## src/rtl/bitmap_id_allocator_top_assert.svh

```systemverilog
// ----------------------------------------------------------------------------
// Bitmap ID allocator assertion macros
// Same-cycle and next-cycle implication checks, disabled while reset is high.
// ----------------------------------------------------------------------------
`ifndef BITMAP_ID_ALLOCATOR_TOP_ASSERT_SVH
`define BITMAP_ID_ALLOCATOR_TOP_ASSERT_SVH

// cons must hold in the same cycle as ante
`define BIA_ASSERT_SAME(lbl, clk, rst, ante, cons, msg) \
  lbl: assert property (@(posedge clk) disable iff (rst) (ante) |-> (cons)) \
    else $error(msg);

// cons must hold in the cycle after ante
`define BIA_ASSERT_NEXT(lbl, clk, rst, ante, cons, msg) \
  lbl: assert property (@(posedge clk) disable iff (rst) (ante) |=> (cons)) \
    else $error(msg);

`endif

```

## src/rtl/bia_pkg.sv

```systemverilog
// ----------------------------------------------------------------------------
// Bitmap ID allocator package
// Field widths, default sizes and request codes shared by the block.
// ----------------------------------------------------------------------------
`timescale 1ns / 1ps

package bia_pkg;

  localparam int TYPE_W = 3;
  localparam int ID_W   = 8;

  localparam int ID_COUNT_DEF   = 256;
  localparam int WORD_WIDTH_DEF = 32;
  localparam int WORD_COUNT_DEF = 8;

  typedef enum logic [TYPE_W-1:0] {
    REQ_ALLOC   = 3'd0,
    REQ_RESERVE = 3'd1,
    REQ_FREE    = 3'd2,
    REQ_QUERY   = 3'd3,
    REQ_CLEAR   = 3'd4
  } req_kind_t;

endpackage

```

## src/rtl/bia_req_if.sv

```systemverilog
// ----------------------------------------------------------------------------
// Bitmap ID allocator request channel
// Valid/ready channel carrying request kind and identifier.
// ----------------------------------------------------------------------------
`timescale 1ns / 1ps

interface bia_req_if;
  logic                      valid;
  logic                      ready;
  logic [bia_pkg::TYPE_W-1:0] req_type;
  logic [bia_pkg::ID_W-1:0]   id_number;

  modport source (output valid, req_type, id_number, input ready);
  modport sink   (input valid, req_type, id_number, output ready);
endinterface

```

## src/rtl/bia_rsp_if.sv

```systemverilog
// ----------------------------------------------------------------------------
// Bitmap ID allocator response channel
// Valid/ready channel carrying status, granted identifier and query bit.
// ----------------------------------------------------------------------------
`timescale 1ns / 1ps

interface bia_rsp_if;
  logic                    valid;
  logic                    ready;
  logic                    status;
  logic [bia_pkg::ID_W-1:0] granted_id;
  logic                    is_used;

  modport source (output valid, status, granted_id, is_used, input ready);
  modport sink   (input valid, status, granted_id, is_used, output ready);
endinterface

```

## src/rtl/bia_map_ram.sv

```systemverilog
// ----------------------------------------------------------------------------
// Bitmap ID allocator map memory
// One write port and one registered read port holding the used bitmap.
// ----------------------------------------------------------------------------
`timescale 1ns / 1ps

module bia_map_ram #(
  parameter int WIDTH = bia_pkg::WORD_WIDTH_DEF,
  parameter int DEPTH = bia_pkg::WORD_COUNT_DEF,
  parameter int AW    = (DEPTH > 1) ? $clog2(DEPTH) : 1
) (
  input  logic             clk,
  input  logic             we,
  input  logic [AW-1:0]    waddr,
  input  logic [WIDTH-1:0] wdata,
  input  logic             re,
  input  logic [AW-1:0]    raddr,
  output logic [WIDTH-1:0] rdata
);

  logic [WIDTH-1:0] mem [DEPTH];

  always_ff @(posedge clk) begin
    if (we) begin
      mem[waddr] <= wdata;
    end
    if (re) begin
      rdata <= mem[raddr];
    end
  end

endmodule

```

## src/rtl/bia_prienc.sv

```systemverilog
// ----------------------------------------------------------------------------
// Bitmap ID allocator priority encoder
// Finds the lowest set bit of one bitmap word.
// ----------------------------------------------------------------------------
`timescale 1ns / 1ps

module bia_prienc #(
  parameter int W  = bia_pkg::WORD_WIDTH_DEF,
  parameter int IW = (W > 1) ? $clog2(W) : 1
) (
  input  logic [W-1:0]  vec,
  output logic          found,
  output logic [IW-1:0] idx
);

  always_comb begin
    found = 1'b0;
    idx   = '0;
    for (int i = W - 1; i >= 0; i--) begin
      if (vec[i]) begin
        found = 1'b1;
        idx   = IW'(i);
      end
    end
  end

endmodule

```

## src/rtl/bitmap_id_allocator_top.sv

```systemverilog
// ----------------------------------------------------------------------------
// Bitmap ID allocator
// Next-fit identifier allocator over a word-organized used bitmap.
//
//   channel  dir  fields
//   req      in   req_type[2:0], id_number[7:0]
//   rsp      out  status, granted_id[7:0], is_used
//
// NW = words that hold identifiers (8 at defaults). The map memory is read
// one word per cycle and each word goes through the shared priority encoder.
// After reset a clearing pass over the map words runs before req.ready rises.
// A finished word waits in the output register; the next request may enter.
// ----------------------------------------------------------------------------
`timescale 1ns / 1ps

`include "bitmap_id_allocator_top_assert.svh"

module bitmap_id_allocator_top #(
  parameter int ID_COUNT   = bia_pkg::ID_COUNT_DEF,
  parameter int WORD_WIDTH = bia_pkg::WORD_WIDTH_DEF,
  parameter int WORD_COUNT = bia_pkg::WORD_COUNT_DEF
) (
  input  logic       clk,
  input  logic       rst,
  bia_req_if.sink    req,
  bia_rsp_if.source  rsp
);

  localparam int IDW    = $clog2(ID_COUNT);
  localparam int WAW    = (WORD_COUNT > 1) ? $clog2(WORD_COUNT) : 1;
  localparam int BW     = (WORD_WIDTH > 1) ? $clog2(WORD_WIDTH) : 1;
  localparam int CW     = $clog2(ID_COUNT + WORD_COUNT * WORD_WIDTH);
  localparam int STORED = (ID_COUNT < WORD_COUNT * WORD_WIDTH) ?
                          ID_COUNT : WORD_COUNT * WORD_WIDTH;
  localparam int NW     = (STORED + WORD_WIDTH - 1) / WORD_WIDTH;

  typedef enum logic [4:0] {
    S_CLEAR = 5'b00001,
    S_IDLE  = 5'b00010,
    S_SCAN  = 5'b00100,
    S_WRITE = 5'b01000,
    S_RESP  = 5'b10000
  } state_t;

  state_t                  state;
  bia_pkg::req_kind_t      kind;
  logic [bia_pkg::ID_W-1:0] id;
  logic [IDW-1:0]          ptr;
  logic                    clr_ack;

  logic                    issuing;
  logic [WAW-1:0]          rd_idx;
  logic [CW-1:0]           rd_base;
  logic                    chk_valid;
  logic [WAW-1:0]          chk_idx;
  logic [CW-1:0]           chk_base;

  logic                    rec_found;
  logic [WAW-1:0]          rec_idx;
  logic [CW-1:0]           rec_id;
  logic [WORD_WIDTH-1:0]   rec_data;

  logic                    res_status;
  logic [bia_pkg::ID_W-1:0] res_granted;
  logic                    res_used;

  logic                    out_valid;
  logic                    out_status;
  logic [bia_pkg::ID_W-1:0] out_granted;
  logic                    out_used;

  logic                    ram_we;
  logic [WAW-1:0]          ram_waddr;
  logic [WORD_WIDTH-1:0]   ram_wdata;
  logic                    ram_re;
  logic [WORD_WIDTH-1:0]   rdata;

  logic signed [CW:0]      sbase;
  logic signed [CW:0]      diff_p;
  logic signed [CW:0]      lim;
  logic signed [CW:0]      dt;
  logic [WORD_WIDTH-1:0]   free_vec;
  logic [WORD_WIDTH-1:0]   hi_vec;
  logic [WORD_WIDTH-1:0]   sel_vec;
  logic                    enc_found;
  logic [BW-1:0]           enc_idx;
  logic                    take_hi;
  logic                    take_any;
  logic                    last_word;
  logic                    tgt_hit;
  logic [BW-1:0]           tbit;
  logic [WORD_WIDTH-1:0]   enc_oh;
  logic [WORD_WIDTH-1:0]   tgt_oh;
  logic [CW-1:0]           cand_id;
  logic                    slot_free;

  bia_map_ram #(
    .WIDTH (WORD_WIDTH),
    .DEPTH (WORD_COUNT),
    .AW    (WAW)
  ) u_map (
    .clk   (clk),
    .we    (ram_we),
    .waddr (ram_waddr),
    .wdata (ram_wdata),
    .re    (ram_re),
    .raddr (rd_idx),
    .rdata (rdata)
  );

  bia_prienc #(
    .W  (WORD_WIDTH),
    .IW (BW)
  ) u_enc (
    .vec   (sel_vec),
    .found (enc_found),
    .idx   (enc_idx)
  );

  assign ram_we    = (state == S_CLEAR) || (state == S_WRITE);
  assign ram_waddr = (state == S_CLEAR) ? rd_idx : rec_idx;
  assign ram_wdata = (state == S_CLEAR) ? '0 : rec_data;
  assign ram_re    = (state == S_SCAN) && issuing;

  // word-relative masks: bits at or past the pointer, bits below the stored limit
  always_comb begin
    logic signed [CW:0] jv;
    sbase  = $signed({1'b0, chk_base});
    diff_p = $signed({1'b0, CW'(ptr)}) - sbase;
    lim    = $signed((CW+1)'(STORED)) - sbase;
    dt     = $signed({1'b0, CW'(id)}) - sbase;
    for (int j = 0; j < WORD_WIDTH; j++) begin
      jv          = $signed((CW+1)'(j));
      free_vec[j] = !rdata[j] && (jv < lim);
      hi_vec[j]   = free_vec[j] && (jv >= diff_p);
    end
  end

  assign take_hi   = |hi_vec;
  assign sel_vec   = take_hi ? hi_vec : free_vec;
  assign take_any  = !take_hi && enc_found && !rec_found;
  assign last_word = (chk_idx == WAW'(NW - 1));
  assign cand_id   = chk_base + CW'(enc_idx);
  assign enc_oh    = WORD_WIDTH'(1) << enc_idx;
  assign tgt_hit   = (dt >= 0) && (dt < $signed((CW+1)'(WORD_WIDTH)));
  assign tbit      = dt[BW-1:0];
  assign tgt_oh    = WORD_WIDTH'(1) << tbit;
  assign slot_free = !out_valid || rsp.ready;

  assign req.ready      = (state == S_IDLE);
  assign rsp.valid      = out_valid;
  assign rsp.status     = out_status;
  assign rsp.granted_id = out_granted;
  assign rsp.is_used    = out_used;

  always_ff @(posedge clk) begin
    if (rst) begin
      state     <= S_CLEAR;
      ptr       <= '0;
      clr_ack   <= 1'b0;
      rd_idx    <= '0;
      issuing   <= 1'b0;
      chk_valid <= 1'b0;
      rec_found <= 1'b0;
      out_valid <= 1'b0;
    end else begin
      if (rsp.ready) begin
        out_valid <= 1'b0;
      end
      unique case (state)
        S_CLEAR: begin
          rd_idx <= rd_idx + WAW'(1);
          if (rd_idx == WAW'(NW - 1)) begin
            state <= clr_ack ? S_RESP : S_IDLE;
          end
        end
        S_IDLE: begin
          if (req.valid) begin
            kind        <= bia_pkg::req_kind_t'(req.req_type);
            id          <= req.id_number;
            res_status  <= 1'b0;
            res_granted <= '0;
            res_used    <= 1'b0;
            rec_found   <= 1'b0;
            rd_idx      <= '0;
            rd_base     <= '0;
            chk_valid   <= 1'b0;
            issuing     <= 1'b1;
            clr_ack     <= 1'b0;
            unique case (bia_pkg::req_kind_t'(req.req_type))
              bia_pkg::REQ_ALLOC: begin
                state <= S_SCAN;
              end
              bia_pkg::REQ_RESERVE, bia_pkg::REQ_FREE, bia_pkg::REQ_QUERY: begin
                state <= (int'(req.id_number) >= STORED) ? S_RESP : S_SCAN;
              end
              bia_pkg::REQ_CLEAR: begin
                clr_ack <= 1'b1;
                state   <= S_CLEAR;
              end
              default: begin
                state <= S_RESP;
              end
            endcase
          end
        end
        S_SCAN: begin
          if (issuing) begin
            rd_idx  <= rd_idx + WAW'(1);
            rd_base <= rd_base + CW'(WORD_WIDTH);
            if (rd_idx == WAW'(NW - 1)) begin
              issuing <= 1'b0;
            end
          end
          chk_valid <= issuing;
          chk_idx   <= rd_idx;
          chk_base  <= rd_base;
          if (chk_valid) begin
            if (kind == bia_pkg::REQ_ALLOC) begin
              if (take_hi || take_any) begin
                rec_found <= 1'b1;
                rec_idx   <= chk_idx;
                rec_id    <= cand_id;
                rec_data  <= rdata | enc_oh;
              end
              if (take_hi || last_word) begin
                issuing   <= 1'b0;
                chk_valid <= 1'b0;
                if (take_hi || take_any || rec_found) begin
                  state <= S_WRITE;
                end else begin
                  res_status <= 1'b1;
                  ptr        <= (ptr == IDW'(ID_COUNT - 1)) ? '0 : ptr + IDW'(1);
                  state      <= S_RESP;
                end
              end
            end else if (tgt_hit) begin
              issuing   <= 1'b0;
              chk_valid <= 1'b0;
              rec_idx   <= chk_idx;
              if (kind == bia_pkg::REQ_QUERY) begin
                res_used <= rdata[tbit];
                state    <= S_RESP;
              end else begin
                rec_data <= (kind == bia_pkg::REQ_RESERVE) ? (rdata | tgt_oh) :
                            (rdata & ~tgt_oh);
                state    <= S_WRITE;
              end
            end
          end
        end
        S_WRITE: begin
          if (kind == bia_pkg::REQ_ALLOC) begin
            ptr         <= rec_id[IDW-1:0];
            res_granted <= bia_pkg::ID_W'(rec_id);
          end
          state <= S_RESP;
        end
        S_RESP: begin
          if (slot_free) begin
            out_valid   <= 1'b1;
            out_status  <= res_status;
            out_granted <= res_granted;
            out_used    <= res_used;
            state       <= S_IDLE;
          end
        end
        default: begin
          state <= S_IDLE;
        end
      endcase
    end
  end

  `BIA_ASSERT_NEXT(a_one_at_a_time, clk, rst, req.valid && req.ready, !req.ready, "request taken while busy")
  `BIA_ASSERT_SAME(a_fail_clean, clk, rst, out_valid && out_status, (out_granted == '0) && !out_used, "failed allocate carries data")
  `BIA_ASSERT_SAME(a_ptr_range, clk, rst, 1'b1, ptr <= IDW'(ID_COUNT - 1), "search pointer out of range")
  `BIA_ASSERT_SAME(a_scan_bounds, clk, rst, chk_valid && (state == S_SCAN), chk_base < CW'(STORED), "scan past stored words")

endmodule

```

## src/flat_wrapper.sv

```systemverilog
// flat-port wrapper written by rule: the top's interface ports become plain ports
module bitmap_id_allocator_top_flat 
#(
  parameter int ID_COUNT   = bia_pkg::ID_COUNT_DEF,
  parameter int WORD_WIDTH = bia_pkg::WORD_WIDTH_DEF,
  parameter int WORD_COUNT = bia_pkg::WORD_COUNT_DEF
)
  (clk, rst, req_valid, req_req_type, req_id_number, req_ready, rsp_valid, rsp_status, rsp_granted_id, rsp_is_used, rsp_ready);
  bia_req_if req_i ();
  bia_rsp_if rsp_i ();
  input  logic clk;
  input  logic rst;
  input wire logic [$bits(req_i.valid)-1:0] req_valid;
  input wire logic [$bits(req_i.req_type)-1:0] req_req_type;
  input wire logic [$bits(req_i.id_number)-1:0] req_id_number;
  output wire logic [$bits(req_i.ready)-1:0] req_ready;
  output wire logic [$bits(rsp_i.valid)-1:0] rsp_valid;
  output wire logic [$bits(rsp_i.status)-1:0] rsp_status;
  output wire logic [$bits(rsp_i.granted_id)-1:0] rsp_granted_id;
  output wire logic [$bits(rsp_i.is_used)-1:0] rsp_is_used;
  input wire logic [$bits(rsp_i.ready)-1:0] rsp_ready;
  assign req_i.valid = req_valid;
  assign req_i.req_type = req_req_type;
  assign req_i.id_number = req_id_number;
  assign req_ready = req_i.ready;
  assign rsp_valid = rsp_i.valid;
  assign rsp_status = rsp_i.status;
  assign rsp_granted_id = rsp_i.granted_id;
  assign rsp_is_used = rsp_i.is_used;
  assign rsp_i.ready = rsp_ready;
  bitmap_id_allocator_top #(.ID_COUNT(ID_COUNT), .WORD_WIDTH(WORD_WIDTH), .WORD_COUNT(WORD_COUNT)) u_core (.clk(clk), .rst(rst), .req(req_i), .rsp(rsp_i));
endmodule
```

## config.mk

```make
export PLATFORM = sky130hd
export DESIGN_NAME = bitmap_id_allocator_top_flat
export DESIGN_NICKNAME = d
export VERILOG_FILES = /design/src/rtl/bia_pkg.sv /design/src/rtl/bia_req_if.sv /design/src/rtl/bia_rsp_if.sv /design/src/rtl/bia_map_ram.sv /design/src/rtl/bia_prienc.sv /design/src/rtl/bitmap_id_allocator_top.sv /design/src/flat_wrapper.sv
export VERILOG_INCLUDE_DIRS = /design/src /design/src/rtl
export SDC_FILE = /design/constraint.sdc
export NUM_CORES = 1
export LEC_CHECK = 0
export BUFFER_PORTS_ARGS = -buffer_cell sky130_fd_sc_hd__clkbuf_2
export CAP_MARGIN = 10
export CELL_PAD_IN_SITES_DETAIL_PLACEMENT = 0
export CELL_PAD_IN_SITES_GLOBAL_PLACEMENT = 2
export CORE_ASPECT_RATIO = 0.7
export CORE_MARGIN = 5
export CORE_UTILIZATION = 40
export DETAILED_ROUTE_END_ITERATION = 16
export PLACE_DENSITY = 0.81
export SYNTH_ARGS = -nofsm -noshare
export SYNTH_HDL_FRONTEND = slang
export SYNTH_SLANG_ARGS = --single-unit
```

## constraint.sdc

```tcl
create_clock -name clk -period 14.8 [get_ports clk]
set_clock_uncertainty 0.05 [all_clocks]
set_input_delay 0.74 -clock clk [delete_from_list [all_inputs] [get_ports clk]]
set_output_delay 0.74 -clock clk [all_outputs]
set_load 0.01 [all_outputs]
```

==> run_results.csv <==
group,metric,value,unit
pwr,p_clk_share,28.3,%
timing,fin_setup_tns,0,ns
place,hpwlAfterDp,30900,um
routing,avgViaCountPerCell,5.95,
timing,fmax,162,MHz
worst_hold_path,worstHoldPathCells,1,
routing,ant_nets,0,
critical_path,crit_arrival,6.48,ns
clocking,clock_sinks,394,
global_route,grt_max_degree,57,
synthesis,yosys-top-cells-area,"edfxtp_1, mux4_2, dfxtp_1",
critical_path,worst_setup_path_start_kind,"flip-flop",
floorplan,core_area,44800,um2
clocking,cts_tree,"built",
critical_path,cp_slowest_stage_delay,0.77,ns
floorplan,die_w,264,um
routing,initialDrtViolationCount,1374,
critical_path,crit_type,"reg2reg",
timing,worst_hold_slack,0.324,ns
pwr,pwr-share-seq,48.0,%
timing,rsz0062_at_grt,"false",
global_route,first_global_vias,10857,
global_route,antenna_found_initial,0,
timing,final-hold-violation-count,0,
timing,worst_slew_pin_slew,1.17,ns
routing,wl_per_cell,25.3,um
clocking,root_buffer,"clkbuf_16",
finish,diodes,0,
finish,nNetsFinal,1271,
pwr,p_int,2.51,mW
clocking,max-clock-path-buffers,3,
critical_path,critical_path.top_delay_family,"simple AND/OR/NAND/NOR gates",
synthesis,synth_common_cells,"edfxtp_1, nor2_1, a21oi_1, mux4_2",
critical_path,ff2ff_path_depth,15,
pwr,switching_share,28.3,%
timing,fin_crit,6.18,ns
clocking,htreeDepth,2,
global_route,grt_overflow_total,0,
floorplan,die_area,49400,um2
synthesis,synth_nets,1253,
run_status,run_status,"finished, final reports clean",
synthesis,yosys.area.top_type_share,62.2,%
clocking,post_cts_buffers,0,
synthesis,yosys_register_bits,394,
routing,drcViolationCount,0,
clocking,clk_latency,0.55,ns
routing,routed_wirelength,47500,um
critical_path,cp_max_fo,30,
floorplan,initial_core_util,40.2,%
place,gp_congestion,0.932,
pwr,p_leak,6.46,nW
critical_path,worstPathBufferInverterCount,1,
pwr,p_sw,0.988,mW
clocking,clk_pin_slew_worst_paths,0.06,ns
floorplan,die_height,188,um
pwr,p_comb_share,23.7,%
critical_path,cp_num_cells,15,
synthesis,post-synth-top-count-cell,"edfxtp_1",
critical_path,slowest_stage,"nand2_1",
synthesis,synth_area_per_cell,14.7,um2
global_route,grt_pass1_wl,71100,um
synthesis,async_reset_ff_share,0,%
timing,slew_viol_final,0,
critical_path,worst_ep_required_time,15.10,ns
global_route,track_usage,18.7,%
synthesis,synth_flop_cell,"edfxtp_1",
routing,first_pass_iters,5,
job,max_cap_violations,0,
pwr,p_per_area,174,nW/um2
synthesis,yosys.area.top_type,"edfxtp_1",
finish,areaGrowthSynthToFinish,11.5,%
finish,n_fill_cell,3954,
synthesis,yosys_warnings,0,
timing,post-route-period-util,41.8,%
routing,via_count,11152,
worst_hold_path,hold_class,"in2reg",
place,port_buffers,26,
floorplan,io_pins,27,
synthesis,synth_edf_count,373,
timing,relSlewSlack,21.7,%
timing,finalSetupViolCount,0,
floorplan,fp-row-count,65,
clocking,cts-resized-gates,0,
pwr,irDropWorstVdd,0.141,mV
synthesis,netlist_instances,1224,
synthesis,yosysSeqAreaShare,64.5,%
critical_path,path_cells,"inv_1 -> ha_1 -> nor4b_1 -> a21oi_1 -> nand2_1 -> o31ai_1 -> nor4_1 -> and3_1 -> o32ai_1 -> or3b_2 -> nor3b_1 -> nand4_1 -> nor2_1 -> nand3_1 -> a22oi_1",
synthesis,synth_area,18000,um2
clocking,holdBufCountCts,0,
clocking,cts_inserted_buffers,39,
synthesis,synth.distinct_cells,86,
finish,final_layout_size_suffix_gt1_share,19.6,%
critical_path,endpoint_kind,"flip-flop",
==> flip-flops by register name, indices dropped and copies added (netlist names), 4 cells and up <==
signal	flops
u_core.u_map.mem	256
u_core.rsp.granted_id	8
u_core.rec_data	32
u_core.chk_base	4
u_core.rd_base	4
u_core.u_map.rdata	32
u_core.res_granted	8
u_core.rec_id	8
u_core.state	5
u_core.ptr	8
u_core.id	8
==> metal layers <==
metal / share of wire [%] / GRT usage (%) / wire, um
met1: 48 / 30.1 / 22700
met3: 7.9 / 3.59 / 3740
met5: 0 / 0 / 0
met4: 1.5 / 3.68 / 704
met2: 43 / 26.3 / 20300
==> power groups by stage <==
stage | combinational, mW | clock (mW) | sequential, mW
finish | 0.828 | 0.990 | 1.68
floorplan | 0.584 | 0 | 1.66
global placement | 0.824 | 0 | 1.69
CTS | 0.855 | 1.01 | 1.68
detailed placement | 0.850 | 0 | 1.71
global route | 0.901 | 1.06 | 1.70
==> final timing paths <==
check | startpoint | end | slack (ns)
max | u_core.chk_base[5] | u_core.rec_data[30] | 8.62
min reg2reg | u_core.res_granted[6] | u_core.rsp.granted_id[6] | 0.37
min | req_id_number[7] | u_core.id[7] | 0.32
max reg2reg | u_core.chk_base[5] | u_core.rec_data[30] | 8.62
==> placed cells by master, fill, tap and decap left out, types with 16 or more instances in the layout <==
cell         n
nand2_1     49
a21oi_1     82
clkbuf_2    26
nand3_1     45
edfxtp_1   373
a31oi_1     16
mux2_2      32
nor3_1      25
nand2b_1    16
nor2_1      80
and2_1      49
buf_4       21
dfxtp_1     18
mux4_2      74
clkbuf_16   40
inv_1       18
o21ai_0     28
==> per-stage QoR <==
step | cell area [um2] | utilization [%] | instances | total power, mW | setup slack, ns
4_1_cts | 20100 | 44.8 | 1873 | 3.55 | 8.82
5_1_grt | 20100 | 44.8 | 1873 | 3.66 | 8.15
3_3_place_gp | 18800 | 42.0 | 1804 | 2.51 | 8.77
3_5_place_dp | 18800 | 42.0 | 1804 | 2.56 | 8.86
6_report | 20100 | 44.8 | 1873 | 3.50 | 8.62
2_1_floorplan | 18000 | - | 1224 | 2.25 | 8.08
==> area by class of cell <==
class	instances	area [um2]	area share (%)
timing repair buffer	47	288	1.43
tap	603	754	3.76
clock buffer	48	1030	5.13
sequential	394	11600	57.9
multi-input combinational	742	6080	30.3
clock inverter	21	234	1.17
inverter	18	67.6	0.336
==> cell families after synthesis <==
kind of cell	share of synthesized area, %
AO/OA/AOI/OAI	10.2
XOR/XNOR	0.0973
adder cells (fa/ha/maj)	0.973
buffers and inverters	2.15
flip-flops	64.5
multiplexers	11.5
AND/OR/NAND/NOR	10.6
No activity file was read; power rests on OpenSTA's default activity.
